**src/rtl/vebd_pkg.sv**
```systemverilog
// Shared types, constants and helpers for the event byte stream decoder.
`timescale 1ns / 1ps

package vebd_pkg;

	// Field widths of the byte stream and of a decoded event
	localparam int unsigned ByteW  = 8;
	localparam int unsigned CoordW = 7;
	localparam int unsigned ModeW  = 2;
	localparam int unsigned StampW = 32;
	localparam int unsigned TimeW  = 64;
	// Delta carries one sign bit over stamp + limit, which stays below 2^33
	localparam int unsigned DeltaW = StampW + 2;

	// Events counted by one tick each before deltas are applied
	localparam logic [TimeW-1:0] WarmupTicks = TimeW'(8);

	// Timestamp modes
	localparam logic [ModeW-1:0] MODE_NONE = 2'd0;
	localparam logic [ModeW-1:0] MODE_TS16 = 2'd1;
	localparam logic [ModeW-1:0] MODE_TS24 = 2'd2;
	localparam logic [ModeW-1:0] MODE_TS32 = 2'd3;

	// Parsed event handed from the parser to the time accumulator
	typedef struct packed {
		logic [CoordW-1:0] x;
		logic [CoordW-1:0] y;
		logic              pol;
		logic              tick;   // mode carried a timestamp
		logic [DeltaW-1:0] delta;  // two's complement, sign-extend to use
	} vebd_evt_t;

	// Timestamp bytes needed by a mode
	function automatic logic [2:0] stamp_bytes(input logic [ModeW-1:0] mode);
		logic [2:0] n;
		case (mode)
			MODE_TS16: n = 3'd2;
			MODE_TS24: n = 3'd3;
			MODE_TS32: n = 3'd4;
			default:   n = 3'd0;
		endcase
		return n;
	endfunction

	// Counter wrap limit of a mode
	function automatic logic [DeltaW-1:0] stamp_limit(input logic [ModeW-1:0] mode);
		logic [DeltaW-1:0] l;
		case (mode)
			MODE_TS16: l = DeltaW'(64'h1_0000);
			MODE_TS24: l = DeltaW'(64'h100_0000);
			MODE_TS32: l = DeltaW'(64'h1_0000_0000);
			default:   l = '0;
		endcase
		return l;
	endfunction

	// Mask a gathered stamp to the width of a mode
	function automatic logic [StampW-1:0] stamp_mask(input logic [ModeW-1:0] mode,
		input logic [StampW-1:0] raw);
		logic [StampW-1:0] s;
		case (mode)
			MODE_TS16: s = {16'h0, raw[15:0]};
			MODE_TS24: s = {8'h0, raw[23:0]};
			MODE_TS32: s = raw;
			default:   s = '0;
		endcase
		return s;
	endfunction

endpackage

```
**src/rtl/vebd_if.sv**
```systemverilog
// Channel interfaces: raw byte input, decoded event output, mode write port.
`timescale 1ns / 1ps

interface vebd_byte_if;
	import vebd_pkg::*;
	logic              valid;
	logic              ready;
	logic [ByteW-1:0]  byte_in;
	modport source (output valid, output byte_in, input ready);
	modport sink   (input valid, input byte_in, output ready);
endinterface

interface vebd_event_if;
	import vebd_pkg::*;
	logic              valid;
	logic              ready;
	logic [CoordW-1:0] event_x;
	logic [CoordW-1:0] event_y;
	logic              polarity;
	logic [TimeW-1:0]  event_time;
	modport source (output valid, output event_x, output event_y, output polarity,
		output event_time, input ready);
	modport sink   (input valid, input event_x, input event_y, input polarity,
		input event_time, output ready);
endinterface

interface vebd_cfg_if;
	import vebd_pkg::*;
	logic              valid;
	logic              ready;
	logic [ModeW-1:0]  stamp_mode;
	modport source (output valid, output stamp_mode, input ready);
	modport sink   (input valid, input stamp_mode, output ready);
endinterface

```
**src/rtl/vebd_parse.sv**
```systemverilog
// Byte parser: frames events, gathers timestamps and forms the stamp delta.
`timescale 1ns / 1ps

module vebd_parse (
	input  logic                      clk,
	input  logic                      arst_n,
	input  logic [vebd_pkg::ModeW-1:0] mode,
	vebd_byte_if.sink                 byte_ch,
	output logic                      evt_valid_s1,
	output vebd_pkg::vebd_evt_t       evt_s1,
	input  logic                      evt_take
);
	import vebd_pkg::*;

	typedef enum logic [2:0] {
		PH_FIRST  = 3'd0,
		PH_SECOND = 3'd1,
		PH_TS1    = 3'd2,
		PH_TS2    = 3'd3,
		PH_TS3    = 3'd4,
		PH_TS4    = 3'd5
	} phase_t;

	phase_t              phase_q, phase_d;
	logic [CoordW-1:0]   row_q, row_d;
	logic [ByteW-1:0]    second_q, second_d;
	logic [StampW-1:0]   gather_q, gather_d;
	logic [StampW-1:0]   prev_q;
	logic [StampW-1:0]   gather_new;
	logic [StampW-1:0]   stamp;
	logic [2:0]          got;
	logic                fin;
	logic                accept;
	logic [ByteW-1:0]    b;
	logic [DeltaW-1:0]   d_dir;
	logic [DeltaW-1:0]   d_wrap;
	vebd_evt_t           evt_d;

	// Take a word unless a parsed event is stuck in stage one
	assign byte_ch.ready = !evt_valid_s1 || evt_take;
	assign accept        = byte_ch.valid && byte_ch.ready;
	assign b             = byte_ch.byte_in;
	assign gather_new    = {gather_q[StampW-ByteW-1:0], b};

	// Advance the framing phase
	always_comb begin
		phase_d  = phase_q;
		row_d    = row_q;
		second_d = second_q;
		gather_d = gather_q;
		fin      = 1'b0;
		got      = 3'd0;
		case (phase_q)
			PH_FIRST: begin
				// drop bytes without the start mark
				if (b[ByteW-1]) begin
					row_d   = b[CoordW-1:0];
					phase_d = PH_SECOND;
				end
			end
			PH_SECOND: begin
				second_d = b;
				gather_d = '0;
				if (stamp_bytes(mode) == 3'd0) begin
					fin     = 1'b1;
					phase_d = PH_FIRST;
				end else begin
					phase_d = PH_TS1;
				end
			end
			default: begin
				gather_d = gather_new;
				case (phase_q)
					PH_TS1:  got = 3'd1;
					PH_TS2:  got = 3'd2;
					PH_TS3:  got = 3'd3;
					default: got = 3'd4;
				endcase
				if (got >= stamp_bytes(mode) || got == 3'd4) begin
					fin     = 1'b1;
					phase_d = PH_FIRST;
				end else begin
					case (phase_q)
						PH_TS1:  phase_d = PH_TS2;
						PH_TS2:  phase_d = PH_TS3;
						default: phase_d = PH_TS4;
					endcase
				end
			end
		endcase
	end

	// Form the stamp and its delta against the previous stamp
	always_comb begin
		stamp  = (phase_q == PH_SECOND) ? '0 : stamp_mask(mode, gather_new);
		d_dir  = {2'b00, stamp} - {2'b00, prev_q};
		d_wrap = {2'b00, stamp} + stamp_limit(mode) - {2'b00, prev_q};
		evt_d.x     = second_d[CoordW-1:0];
		evt_d.y     = row_q;
		evt_d.pol   = second_d[ByteW-1];
		evt_d.tick  = (mode != MODE_NONE);
		evt_d.delta = d_dir[DeltaW-1] ? d_wrap : d_dir;
	end

	// Hold parser state and the stage-one event
	always_ff @(posedge clk or negedge arst_n) begin
		if (!arst_n) begin
			phase_q      <= PH_FIRST;
			row_q        <= '0;
			second_q     <= '0;
			gather_q     <= '0;
			prev_q       <= '0;
			evt_valid_s1 <= 1'b0;
		end else begin
			if (accept) begin
				phase_q  <= phase_d;
				row_q    <= row_d;
				second_q <= second_d;
				gather_q <= gather_d;
				if (fin)
					prev_q <= stamp;
			end
			if (accept && fin)
				evt_valid_s1 <= 1'b1;
			else if (evt_take)
				evt_valid_s1 <= 1'b0;
		end
	end

	always_ff @(posedge clk) begin
		if (accept && fin)
			evt_s1 <= evt_d;
	end

endmodule

```
**src/rtl/vebd_time.sv**
```systemverilog
// Time accumulator and output register for decoded events.
`timescale 1ns / 1ps

module vebd_time (
	input  logic                clk,
	input  logic                arst_n,
	input  logic                evt_valid_s1,
	input  vebd_pkg::vebd_evt_t evt_s1,
	output logic                evt_take,
	vebd_event_if.source        event_ch
);
	import vebd_pkg::*;

	logic [TimeW-1:0] time_q;
	logic [TimeW-1:0] time_d;
	logic [TimeW-1:0] step;
	logic             out_valid_q;

	// Move the event on when the output register is free or being emptied
	assign evt_take       = evt_valid_s1 && (!out_valid_q || event_ch.ready);
	assign event_ch.valid = out_valid_q;

	// Add one tick during warm-up, the stamp delta after it
	always_comb begin
		if (time_q < WarmupTicks)
			step = TimeW'(1);
		else
			step = {{(TimeW-DeltaW){evt_s1.delta[DeltaW-1]}}, evt_s1.delta};
		time_d = evt_s1.tick ? time_q + step : time_q;
	end

	// Hold running time and the output word
	always_ff @(posedge clk or negedge arst_n) begin
		if (!arst_n) begin
			time_q      <= '0;
			out_valid_q <= 1'b0;
		end else begin
			if (evt_take) begin
				time_q      <= time_d;
				out_valid_q <= 1'b1;
			end else if (event_ch.ready) begin
				out_valid_q <= 1'b0;
			end
		end
	end

	always_ff @(posedge clk) begin
		if (evt_take) begin
			event_ch.event_x    <= evt_s1.x;
			event_ch.event_y    <= evt_s1.y;
			event_ch.polarity   <= evt_s1.pol;
			event_ch.event_time <= time_d;
		end
	end

endmodule

```
**src/rtl/vision_event_byte_decoder.sv**
```systemverilog
// Top level of the event camera byte stream decoder.
//
//   channel   dir  width  contents
//   byte_ch   in   8      raw sensor byte
//   event_ch  out  79     x, y, polarity, 64-bit event time
//   cfg       in   2      timestamp mode write
//
// One byte is taken per cycle while byte_ch holds ready. An event passes from its
// last byte through the parser register, then the time accumulator, whose 64-bit
// add sets the path. arst_n clears parsing state, the running time and the mode.
// A stalled output holds the event; the parser register then fills and byte_ch
// drops ready. Mode writes are taken every cycle.
`timescale 1ns / 1ps

module vision_event_byte_decoder (
	input  logic          clk,
	input  logic          arst_n,
	vebd_byte_if.sink     byte_ch,
	vebd_event_if.source  event_ch,
	vebd_cfg_if.sink      cfg
);
	import vebd_pkg::*;

	logic [ModeW-1:0] mode_q;
	logic             evt_valid_s1;
	vebd_evt_t        evt_s1;
	logic             evt_take;

	assign cfg.ready = 1'b1;

	// Hold the timestamp mode
	always_ff @(posedge clk or negedge arst_n) begin
		if (!arst_n)
			mode_q <= MODE_NONE;
		else if (cfg.valid)
			mode_q <= cfg.stamp_mode;
	end

	vebd_parse u_parse (
		.clk          (clk),
		.arst_n       (arst_n),
		.mode         (mode_q),
		.byte_ch      (byte_ch),
		.evt_valid_s1 (evt_valid_s1),
		.evt_s1       (evt_s1),
		.evt_take     (evt_take)
	);

	vebd_time u_time (
		.clk          (clk),
		.arst_n       (arst_n),
		.evt_valid_s1 (evt_valid_s1),
		.evt_s1       (evt_s1),
		.evt_take     (evt_take),
		.event_ch     (event_ch)
	);

endmodule
```
**src/flat_wrapper.sv**
```systemverilog
// flat-port wrapper written by rule: the top's interface ports become plain ports
module vision_event_byte_decoder_flat import vebd_pkg::*;
  (clk, arst_n, byte_ch_valid, byte_ch_byte_in, byte_ch_ready, event_ch_valid, event_ch_event_x, event_ch_event_y, event_ch_polarity, event_ch_event_time, event_ch_ready, cfg_valid, cfg_stamp_mode, cfg_ready);
  vebd_byte_if byte_ch_i ();
  vebd_event_if event_ch_i ();
  vebd_cfg_if cfg_i ();
  input  logic clk;
  input  logic arst_n;
  input wire logic [$bits(byte_ch_i.valid)-1:0] byte_ch_valid;
  input wire logic [$bits(byte_ch_i.byte_in)-1:0] byte_ch_byte_in;
  output wire logic [$bits(byte_ch_i.ready)-1:0] byte_ch_ready;
  output wire logic [$bits(event_ch_i.valid)-1:0] event_ch_valid;
  output wire logic [$bits(event_ch_i.event_x)-1:0] event_ch_event_x;
  output wire logic [$bits(event_ch_i.event_y)-1:0] event_ch_event_y;
  output wire logic [$bits(event_ch_i.polarity)-1:0] event_ch_polarity;
  output wire logic [$bits(event_ch_i.event_time)-1:0] event_ch_event_time;
  input wire logic [$bits(event_ch_i.ready)-1:0] event_ch_ready;
  input wire logic [$bits(cfg_i.valid)-1:0] cfg_valid;
  input wire logic [$bits(cfg_i.stamp_mode)-1:0] cfg_stamp_mode;
  output wire logic [$bits(cfg_i.ready)-1:0] cfg_ready;
  assign byte_ch_i.valid = byte_ch_valid;
  assign byte_ch_i.byte_in = byte_ch_byte_in;
  assign byte_ch_ready = byte_ch_i.ready;
  assign event_ch_valid = event_ch_i.valid;
  assign event_ch_event_x = event_ch_i.event_x;
  assign event_ch_event_y = event_ch_i.event_y;
  assign event_ch_polarity = event_ch_i.polarity;
  assign event_ch_event_time = event_ch_i.event_time;
  assign event_ch_i.ready = event_ch_ready;
  assign cfg_i.valid = cfg_valid;
  assign cfg_i.stamp_mode = cfg_stamp_mode;
  assign cfg_ready = cfg_i.ready;
  vision_event_byte_decoder u_core (.clk(clk), .arst_n(arst_n), .byte_ch(byte_ch_i), .event_ch(event_ch_i), .cfg(cfg_i));
endmodule
```
**config.mk**
```make
export PLATFORM = sky130hd
export DESIGN_NAME = vision_event_byte_decoder_flat
export DESIGN_NICKNAME = d
export VERILOG_FILES = /design/src/rtl/vebd_pkg.sv /design/src/rtl/vebd_if.sv /design/src/rtl/vebd_parse.sv /design/src/rtl/vebd_time.sv /design/src/rtl/vision_event_byte_decoder.sv /design/src/flat_wrapper.sv
export SDC_FILE = /design/constraint.sdc
export NUM_CORES = 1
export LEC_CHECK = 0
export ABC_AREA = 0
export BUFFER_PORTS_ARGS = -buffer_cell sky130_fd_sc_hd__buf_2
export CAP_MARGIN = 20
export CORE_MARGIN = 4
export CORE_UTILIZATION = 55
export CTS_CLUSTER_SIZE = 30
export DETAILED_ROUTE_END_ITERATION = 8
export PLACE_DENSITY = 0.85
export SLEW_MARGIN = 15
export SYNTH_ARGS = -nofsm -noshare
export SYNTH_HDL_FRONTEND = slang
export SYNTH_SLANG_ARGS = --single-unit
```
**constraint.sdc**
```tcl
create_clock -name clk -period 6.77 [get_ports clk]
set_input_delay 0 -clock clk [delete_from_list [all_inputs] [get_ports clk]]
set_output_delay 0 -clock clk [all_outputs]
set_load 0.03 [all_outputs]
```
==> impl_summary.txt, run 1 <==
----------------------------------------------------
[Synthesis]
  Post-Synthesis Cell Area ... around 0.019 mm2
  Area leader, netlist ... edfxtp_1
  Number of enable flip-flop cells after synthesis ... 129
  Most common cell in the synthesized netlist ... nand2_1
  Portion of synthesized cell area occupied by the leading cell type ... 0.2087
  Yosys reg bits ... about 270
  Top FF cell, synth ... dfrtp_1
  Ys async rst share ... 0.5240
  Leading cell types by total area after synthesis ... edfxtp_1 21%, dfrtp_1 19%, ha_1 9.2%
  Most frequent cells after synthesis ... 378 x nand2_1, 142 x dfrtp_1, 137 x a21oi_1, 136 x ha_1
  Netlist cell types ... 74
  Proportion of synthesized chip area in sequential cells ... 0.4002
  Number of synthesis warnings ... 0
  Number of instances in the synthesized netlist ... roughly 2k
  Average size of a mapped cell ... approximately 9 um2
  Post-Syn Nets ... between 2k and 2.5k

[Drt]
  Vias per cell ... a little under 6
  Wire length per cell after detailed routing ... between 15 and 20 um
  Pre-antenna DRT Iters ... 6
  Residual antenna-violating net count after detailed routing ... 0
  Post-detailed-routing wire length ... 46.22 mm
  Iteration-0 DRC count of the detailed router ... ~1.0k
  Routed via count ... between 10k and 15k
  DRC violations left ... 0

[Worst setup path]
  Critical Path RT ... 7.09 ns
  Startpoint of the worst register-to-register path ... u_core.u_parse.phase_q[0]
  Crit Path Class ... reg -> reg
  Worst-path maximum fanout ... 16
  Worst Path Arrival ... approximately 6 ns
  Capturing point of the worst reg2reg path ... u_core.u_parse.evt_s1[33]
  Worst R2R Path Depth ... 20
  Register-to-Register Setup Slack ... between 1 and 1.5 ns
  Type of element launching the critical path ... flop
  Element type at the critical path end ... flop

[Clock network]
  Clock sink count ... around 270
  Maximum buffer depth of the clock tree ... 3
  Hold buffers post-CTS ... 17
  Insertion delay to the later sink of the worst-skew pair ... between 0.5 and 0.6 ns
  Clock Root Buffer ... clkbuf_16
  CTS tree ... done
  Clk slew on worst S/H paths ... 0.06 ns
  CTS H-Tree Depth ... 1
  Cells resized by post-CTS repair ... 0
  Setup fix buffers added after clock tree synthesis ... 0
  CTS buffer count ... 28

[Global route]
  Largest net degree at the start of global routing ... slightly below 80
  Global route hottest layer ... met2
  Antenna violations before repair ... 0
  Vias in the first global route ... between 10k and 15k
  Global routing usage summed across all routing layers ... 0.2508
  Wire length of the first global-routing pass ... between 70 and 80 mm
  GR met3 Demand/Resource ... 0.03017
  M2 GR Usage ... 0.4322
  GR Overflow Total ... 0
  Met1 routing resource usage after global routing ... 0.3263

[STA]
  Max Fclk ... 176.2 MHz
  Final Skew ... between 0.01 and 0.015 ns
  Setup TNS ... 0 ns
  Worst-Margin Slew ... around 0.96 ns
  Final number of setup-violating endpoints ... 0
  Setup repair after global routing missed its margin ... false
  Final worst path period share ... 0.8382
  Final hold violations ... 0
  Min cycle time layout ... 5.675 ns
  Max Slew Vio Count ... 0
  Worst max-slew margin expressed relative to the limit ... 0.3592

[Floorplanning]
  Standard cell core area ... between 0.03 and 0.04 mm2
  Vert. Die Dim ... 191.7 um
  Starting density of the core ... 0.5548
  Die outline width ... approximately 190 um
  Number of top-level design ports ... 97
  Site Rows ... 67
  Die outline area ... around 0.037 mm2

[Final layout]
  Ant. Diodes ... 0
  Sequential cell area ... about 0.0074 mm2
  Multi-input logic area ... about 0.010 mm2
  P&R area growth vs syn ... 10.58%
  Filler cell count ... 2,751
  Layout Nets ... about 2.3k
  Fraction of layout cells with a size suffix above 1 ... 0.1203

[Hold path]
  Worst min-delay path class ... in -> async

[Place]
  Gpl congestion ... between 0.9 and 1
  Detailed placement HPWL ... ~34 mm
  Input/output buffers ... 95

[Run status]
  Run status ... complete, no violations

[Run]
  Max cap viols ... 0

----------------------------------------------------
-- sequential cells by signal (all words and copies together) (netlist names), 2 cells and up --
name and cells:
u_core.u_parse.prev_q 32, u_core.u_parse.evt_s1 50, u_core.u_parse.second_q 8, u_core.mode_q 2, u_core.u_parse.phase_q 3, u_core.u_time.event_ch.event_x 7, u_core.u_time.event_ch.event_time 64, u_core.u_parse.gather_q 24
u_core.u_time.time_q 64, u_core.u_time.event_ch.event_y 7, u_core.u_parse.row_q 7
-- cell usage in the layout, fill, tap and decap left out, types with 8 or more instances in the layout --
cell           count
fa_1              31
dfrtp_1          142
clkbuf_16         28
nand3_1           21
nor2_1            98
a21o_1            54
nor4_1            18
nand4_1           33
ha_1             136
a211oi_1          12
xor2_1            42
a21oi_1          137
buf_4             16
o21a_1            16
nor3_1            13
a31oi_1           17
nor2b_1           44
o21bai_1          22
and3_1            13
clkbuf_1           8
inv_1            124
nand2_1          378
nand2b_1          16
dlygate4sd3_1     17
o31ai_1           11
buf_2             94
o21ai_0          129
edfxtp_1         129
o211ai_1           9
mux2_2            84
and2_1            17
xnor2_1           72
-- worst max-delay path by stage --
stage | startpoint | endpoint | slack [ns] | cells past startpoint
final | u_core.u_parse.phase_q[0] | u_core.u_parse.evt_s1[33] | 1.10 | 20
after global routing | u_core.u_parse.phase_q[0] | u_core.u_parse.evt_s1[33] | 0.78 | 20
after CTS | u_core.u_parse.phase_q[0] | u_core.u_parse.evt_s1[33] | 1.14 | 20
after detailed placement | u_core.u_parse.phase_q[0] | u_core.u_parse.evt_s1[33] | 1.15 | 20
after global placement | u_core.u_time.time_q[61] | u_core.u_time.event_ch.event_time[57] | 1.28 | 15
after floorplan | u_core.u_parse.phase_q[2] | u_core.u_parse.evt_s1[33] | 1.58 | 21
-- per-layer routing --
layer	part of all wire	wire length [um]	up-vias
met1	0.41	19080	7125
met4	0.043	1985	0
li1	-	-	7166
met2	0.49	22500	517
met5	0	0	-
met3	0.058	2658	122
-- worst max-delay path: stages (launching register included) --
cell and delay, ns:
dfrtp_1 0.44, inv_1 0.16, or3_1 0.16, clkinv_1 0.26
a211oi_1 0.32, buf_4 0.24, nand2_1 0.15, inv_1 0.10
ha_1 0.24, ha_1 0.24, fa_1 0.41, nand2b_1 0.09
a21oi_1 0.08, o21ai_0 0.32, a211oi_1 0.15, o21a_1 0.25
a31oi_1 0.48, o21ai_1 0.28, o221a_2 0.33, a221oi_1 0.34
mux2_2 0.37
-- logic make-up after synthesis --
logic type	share of synthesized area
AOI/OAI and AO/OA	0.1576
xor gates and xnor gates	0.05380
adders and majority gates	0.1251
buffers and inverters	0.04376
DFF	0.4002
muxes	0.05421
other	0.0002021
and+or+nand+nor	0.1650
-- area by class of cell --
class,instances,share of cell area
Tap cell,448,0.02732
Inverter,128,0.02354
Sequential cell,271,0.3619
Clock buffer,38,0.03695
Clock inverter,14,0.008841
Timing Repair Buffer,128,0.03762
Multi-Input combinational cell,1524,0.5038
-- per-stage QoR --
stage	setup slack [ns]	std cells	area (um2)	hold slack [ns]	util
2_1_floorplan	1.576	2007	18560	-0.2956	-
3_3_place_gp	1.277	2482	19410	0.06127	0.5803
3_5_place_dp	1.148	2482	19410	0.06395	0.5803
4_1_cts	1.137	2551	20520	0.02552	0.6135
5_1_grt	0.7782	2551	20520	0.08014	0.6135
6_report	1.095	2551	20520	0.02336	0.6135
Power of run 1 is left out: the tool's default activity adds up to more than one toggle a clock period on the data nets, which glitch-free logic cannot reach.
==> run 2, diff against run 1 <==
PLACE_DENSITY = 0.88   (was 0.85)
clock period = 4.73 ns   (was 6.77 ns; I/O delays follow)
==> run 2 against run 1 <==
The flow now finishes with violations (setup timing). First-iteration DRC count increased by 45%. Hold slack gained 0.096 ns. Fmax grew 19%. Global-route usage increased by 3.0 points. Final area grew 14%.
==> impl_summary.txt, run 2 (same netlist as run 1, synthesis figures left out) <==
----------------------------------------------------
[Drt]
  Vias per cell ... 5.874 (+0.36%)
  Routed via count ... 16.51k (+11%)
  Wire length per cell after detailed routing ... 19.52 um (+7.7%)
  Iteration-0 DRC count of the detailed router ... 1,520 (+45%)
  DRC violations left ... 0 (unchanged)
  Pre-antenna DRT Iters ... 6 (unchanged)
  Post-detailed-routing wire length ... 54.88 mm (+19%)
  Residual antenna-violating net count after detailed routing ... 0 (unchanged)

[Clock network]
  CTS tree ... done
  Clock sink count ... 271 (unchanged)
  Clk slew on worst S/H paths ... 0.06 ns (about the same)
  Maximum buffer depth of the clock tree ... 3 (unchanged)
  CTS buffer count ... 31 (+11%)
  CTS H-Tree Depth ... 1 (unchanged)
  Clock Root Buffer ... clkbuf_16
  Insertion delay to the later sink of the worst-skew pair ... 0.59 ns (+0.02 ns)

[STA]
  Post-route setup slack ... -0.05448 ns (-1.150 ns)
  Min cycle time layout ... 4.784 ns (-0.8903 ns)
  Max Fclk ... 209.0 MHz (+19%)
  Final hold violations ... 0 (unchanged)
  Final Skew ... 0.01311 ns (-0.001692 ns)
  Final worst path period share ... 1.012 (+0.1733)
  Max Slew Vio Count ... 0 (unchanged)
  Worst-Margin Slew ... 0.9919 ns (+0.03061 ns)
  Setup repair after global routing missed its margin ... true
  Worst max-slew margin expressed relative to the limit ... 0.3388 (-0.02040)
  Final number of setup-violating endpoints ... 8 (+8)
  Setup TNS ... -0.2278 ns (-0.2278 ns)

[Final layout]
  P&R area growth vs syn ... 26.11%
  Most common cell after layout, fill and taps aside ... nand2_1
  Top Registers ... u_core.u_time.event_ch.event_time: 64 flops, u_core.u_time.time_q: 64 flops, u_core.u_parse.evt_s1: 50 flops
  Final Util ... 0.6997 (+0.08619)
  Sequential cell area ... 0.007432 mm2 (about the same)
  Layout Nets ... 2,521 (+11%)
  Filler cell count ... 2,318 (-16%)
  Multi-input logic area ... 0.01112 mm2 (+7.5%)
  Ant. Diodes ... 0 (unchanged)
  Fraction of layout cells with a size suffix above 1 ... 0.2607 (+0.1404)
  Final std cells w/o fill ... 2,811 (+10%)
  Leading cell types in the layout, fill and taps excluded ... 378 x nand2_1, 252 x buf_4, 138 x dfrtp_1

[Worst setup path]
  Crit path buffers/inverters ... 3 (-1)
  Crit Path Class ... reg -> reg
  Library cell appearing most often on the critical path ... nor4_4
  Max stage delay cell, worst path ... dfrtp_2
  Worst-path maximum fanout ... 7 (-9)
  Element type at the critical path end ... flop
  List of cells traversed by the critical path ... nor4_4, buf_4, nand4_1, nor4_4, buf_6, buf_12, nor2b_1, ha_1, a21o_1, a221o_1, a22o_4, a221oi_4, o21ai_2, a41o_1, a31o_4, a21oi_4, xnor2_2, mux2_4
  Critical Path Max Stage Delay ... 0.46 ns (-0.02 ns)
  Type of element launching the critical path ... flop
  Top cell family by delay on the critical path ... compound AO/OA/AOI/OAI gates
  Register-to-Register Setup Slack ... -0.05 ns (-1.15 ns)
  Worst Path Arrival ... 5.12 ns (-0.88 ns)
  Critical Path RT ... 5.07 ns (-2.02 ns)

[Run status]
  Violated checks ... setup timing
  Run status ... finished with violations

[Floorplanning]
  Die outline area ... 0.03675 mm2 (unchanged)
  Standard cell core area ... 0.03345 mm2 (unchanged)
  Starting density of the core ... 0.5548 (unchanged)
  Die outline width ... 191.7 um (unchanged)
  Vert. Die Dim ... 191.7 um (unchanged)
  Site Rows ... 67 (unchanged)
  Number of top-level design ports ... 97 (unchanged)

[Place]
  Detailed placement HPWL ... 37.46 mm (+9.6%)
  Placed Cells ... 2,696 (+8.6%)
  Worst-case setup slack after placement ... -0.6358 ns (-1.784 ns)
  Gpl congestion ... 0.9593 (-2.5%)
  Input/output buffers ... 95 (unchanged)

[Global route]
  Global routing usage summed across all routing layers ... 0.2803 (+0.02955)
  Antenna violations before repair ... 0 (unchanged)
  Largest net degree at the start of global routing ... 95 (+23%)
  Vias in the first global route ... 16.35k (+11%)
  Wire length of the first global-routing pass ... 83.50 mm (+11%)
  GR Overflow Total ... 0 (unchanged)

[Hold path]
  Worst min-delay path class ... in -> async

[Run]
  Max cap viols ... 0 (unchanged)

----------------------------------------------------
## run 2: changes by cell type in the layout (fill, tap and decap cells not counted), moves of 9 or more
cell / change
a21oi_1: -15
mux2_2: -12
ha_1: -9
o21ai_0: -9
buf_4: +236
mux2_4: +12
buf_6: +13
a21oi_2: +11
## run 2: routing by layer
metal  vias up  track usage  part of all wire
met1      7937       0.3563              0.40
met2       701       0.4893              0.49
met5         -            0                 0
li1       7693            -                 -
met3       180      0.03290             0.061
met4         0       0.1119             0.051
## run 2: worst paths after layout
check,endpoint,start,depth (start not counted)
max reg2reg,u_core.u_time.event_ch.event_time[41],u_core.u_time.time_q[51],18
max in group asynchronous,u_core.u_time.time_q[3],arst_n,3
min reg2reg,u_core.u_time.event_ch.event_y[5],u_core.u_parse.evt_s1[41],0
min,u_core.u_parse.phase_q[0],arst_n,2
max,u_core.u_time.event_ch.event_time[41],u_core.u_time.time_q[51],18
min in group clk,u_core.mode_q[1],cfg_valid,3
## run 2: cell type report
| class | instances | share of cell area |
|---|---|---|
| clock buffer | 44 | 0.03694 |
| clock inverter | 13 | 0.005293 |
| multi-input combinational | 1524 | 0.4750 |
| tap | 448 | 0.02395 |
| sequential | 271 | 0.3176 |
| timing repair buffer | 383 | 0.1205 |
| inverter | 128 | 0.02080 |
## run 2: per-stage QoR
step | area, um2 | hold slack [ns]
3_5_place_dp | 21070 | 0.1626
2_1_floorplan | 18580 | -0.2956
6_report | 23400 | 0.1193
5_1_grt | 23400 | 0.1796
3_3_place_gp | 21070 | 0.1541
4_1_cts | 22380 | 0.09951
## run 2: repair_timing
action | 4_1_cts | 5_1_grt
endpoints found under the setup margin | 80 | 80
pin swaps | 12 | 71
buffers inserted | 5 | 35
gates cloned | 0 | 3
resized for setup | 25 | 146
hold endpoints to repair | 138 | 0
hold buffers | 17 | 0
Power of run 2 is left out for the same reason.
==> run 3, diff against run 2 <==
clock period = 3.9 ns   (was 4.73 ns; I/O delays follow)
==> run 3 against run 2 <==
The flow finishes with violations (hold timing, setup timing). Global-route usage rose by 2.2 points. Die area did not move. First-iteration DRC count rose by 40%. Worst setup slack got worse by 0.86 ns. Routed wire length rose by 27%. Largest cell class unchanged. Flip-flop and latch count did not move. Count of clock-buffer cells in the layout fell by 9. Critical path type unchanged.
==> impl_summary.txt, run 3 (same netlist as run 1, synthesis figures left out) <==
----------------------------------------------------
[Drt]
  DRC violations left ... 0 (unchanged)
  Iteration-0 DRC count of the detailed router ... 2,127 (+40%)
  Routed via count ... 19.35k (+17%)
  Pre-antenna DRT Iters ... 7 (+1)
  Residual antenna-violating net count after detailed routing ... 0 (unchanged)
  Vias per cell ... 6.189 (+5.4%)
  Wire length per cell after detailed routing ... 22.31 um (+14%)
  Post-detailed-routing wire length ... 69.78 mm (+27%)

[STA]
  Final worst path period share ... 1.234 (+0.2221)
  Final hold violations ... 4 (+4)
  Worst-Margin Slew ... 1.011 ns (+0.01929 ns)
  Post-route setup slack ... -0.9112 ns (-0.8567 ns)
  Max Slew Vio Count ... 0 (unchanged)
  Final Skew ... 0.03153 ns (+0.01842 ns)
  Worst max-slew margin expressed relative to the limit ... 0.3259 (-0.01286)
  Min cycle time layout ... 4.811 ns (+0.02673 ns)
  Max Fclk ... 207.8 MHz (-0.56%)
  Setup repair after global routing missed its margin ... true
  Final number of setup-violating endpoints ... 137 (+129)
  Worst hold slack across all endpoints ... -0.01198 ns (-0.1313 ns)
  Setup TNS ... -73.64 ns (-73.42 ns)

[Place]
  Gpl congestion ... 0.9830 (+2.5%)
  Placed Cells ... 2,959 (+9.8%)
  Area of placed instances ... 0.02340 mm2 (+11%)
  Input/output buffers ... 95 (unchanged)
  Detailed placement HPWL ... 40.58 mm (+8.3%)

[Floorplanning]
  Die outline area ... 0.03675 mm2 (unchanged)
  Standard cell core area ... 0.03345 mm2 (unchanged)
  Vert. Die Dim ... 191.7 um (unchanged)
  Starting density of the core ... 0.5548 (unchanged)
  Number of top-level design ports ... 97 (unchanged)
  Site Rows ... 67 (unchanged)
  Die outline width ... 191.7 um (unchanged)

[Final layout]
  Filler cell count ... 1,645 (-29%)
  Design Area, Final ... 0.02750 mm2 (+18%)
  P&R area growth vs syn ... 48.21%
  Layout Nets ... 2,836 (+12%)
  Fraction of layout cells with a size suffix above 1 ... 0.4259 (+0.1652)
  Most common cell after layout, fill and taps aside ... buf_4
  Final std cells w/o fill ... 3,127 (+11%)
  Top Registers ... u_core.u_time.event_ch.event_time: 64 flops, u_core.u_time.time_q: 64 flops, u_core.u_parse.evt_s1: 50 flops
  Sequential cell area ... 0.007427 mm2 (about the same)
  Ant. Diodes ... 0 (unchanged)
  Leading cell types in the layout, fill and taps excluded ... 525 x buf_4, 356 x nand2_1, 142 x dfrtp_1
  Multi-input logic area ... 0.01247 mm2 (+12%)

[Clock network]
  Clk slew on worst S/H paths ... 0.06 ns (about the same)
  CTS buffer count ... 31 (unchanged)
  Clock Root Buffer ... clkbuf_16
  Clock sink count ... 271 (unchanged)
  Maximum buffer depth of the clock tree ... 3 (unchanged)
  CTS tree ... done
  Insertion delay to the later sink of the worst-skew pair ... 0.60 ns (about the same)
  CTS H-Tree Depth ... 1 (unchanged)

[Worst setup path]
  Capturing point of the worst reg2reg path ... u_core.u_time.event_ch.event_time[63]
  Worst Path Arrival ... 5.21 ns (+0.09 ns)
  Element type at the critical path end ... flop
  Startpoint of the worst register-to-register path ... u_core.u_time.time_q[25]
  Type of element launching the critical path ... flop
  Worst R2R Path Depth ... 20 (+2)
  Crit path buffers/inverters ... 6 (+3)
  Top cell family by delay on the critical path ... compound AO/OA/AOI/OAI gates
  Crit Path Class ... reg -> reg
  Register-to-Register Setup Slack ... -0.91 ns (-0.86 ns)
  Critical Path Max Stage Delay ... 0.38 ns (-0.08 ns)
  Max stage delay cell, worst path ... dfrtp_1
  Worst-path maximum fanout ... 14 (+7)
  Critical Path RT ... 4.30 ns (-0.77 ns)
  List of cells traversed by the critical path ... nor4_1, buf_4, nand4_1, nor4_4, buf_6, buf_12, buf_12, nor2b_1, ha_1, buf_4, a21oi_1, o21ai_0, inv_1, o32a_1, o31ai_4, o21ai_4, a21oi_2, o221ai_2, mux2i_1, xor2_1

[Run status]
  Run status ... finished with violations
  Violated checks ... hold timing, setup timing

[Run]
  Max cap viols ... 0 (unchanged)

[Global route]
  Antenna violations before repair ... 0 (unchanged)
  Vias in the first global route ... 17.88k (+9.4%)
  Wire length of the first global-routing pass ... 90.51 mm (+8.4%)
  GR Overflow Total ... 0 (unchanged)
  Largest net degree at the start of global routing ... 103 (+8.4%)
  Global routing usage summed across all routing layers ... 0.3022 (+0.02189)

[Hold path]
  Worst min-delay path class ... in -> async

----------------------------------------------------
==> run 3: layout make-up <==
type,count,area share
inverters,128,0.01870
well taps,448,0.02038
repair buffers,698,0.1988
clock inverters,23,0.008643
multi-input cells,1524,0.4536
clock buffers,35,0.02984
flip-flops and latches,271,0.2700
==> run 3: what timing repair did <==
| action | CTS | global route |
|---|---|---|
| hold buffers | 14 | 0 |
| gates resized for setup | 153 | 295 |
| pin swaps | 62 | 110 |
| buffers inserted | 27 | 70 |
| setup endpoints to repair | 137 | 138 |
| cloned | 1 | 5 |
| endpoints found under the hold margin | 151 | 0 |
==> run 3: how the worst max path moves through the flow <==
stage,slack [ns],cells past startpoint,end,start
6_report,-0.91,20,u_core.u_time.event_ch.event_time[63],u_core.u_time.time_q[25]
2_1_floorplan,-0.58,17,u_core.u_time.event_ch.event_time[57],u_core.u_time.time_q[49]
4_1_cts,-0.66,20,u_core.u_time.event_ch.event_time[41],u_core.u_time.time_q[3]
3_5_place_dp,-0.91,20,u_core.u_time.event_ch.event_time[54],u_core.u_time.time_q[61]
3_3_place_gp,-0.82,19,u_core.u_time.event_ch.event_time[59],u_core.u_time.time_q[40]
5_1_grt,-1.01,21,u_core.u_time.event_ch.event_time[62],u_core.u_time.time_q[21]
==> run 3: metal layers <==
metal / part of all wire / vias up / GRT usage
li1: - / 8336 / -
met1: 0.35 / 9247 / 0.3716
met2: 0.50 / 1312 / 0.5480
met3: 0.077 / 459 / 0.03635
met4: 0.074 / 0 / 0.1061
met5: 0 / - / 0
==> run 3: per-stage QoR <==
step           setup slack [ns]    util
2_1_floorplan           -0.5841       -
3_3_place_gp            -0.8217  0.6996
3_5_place_dp            -0.9100  0.6996
4_1_cts                 -0.6608  0.7636
5_1_grt                  -1.011  0.8223
6_report                -0.9112  0.8223
Power of run 3 is left out for the same reason.
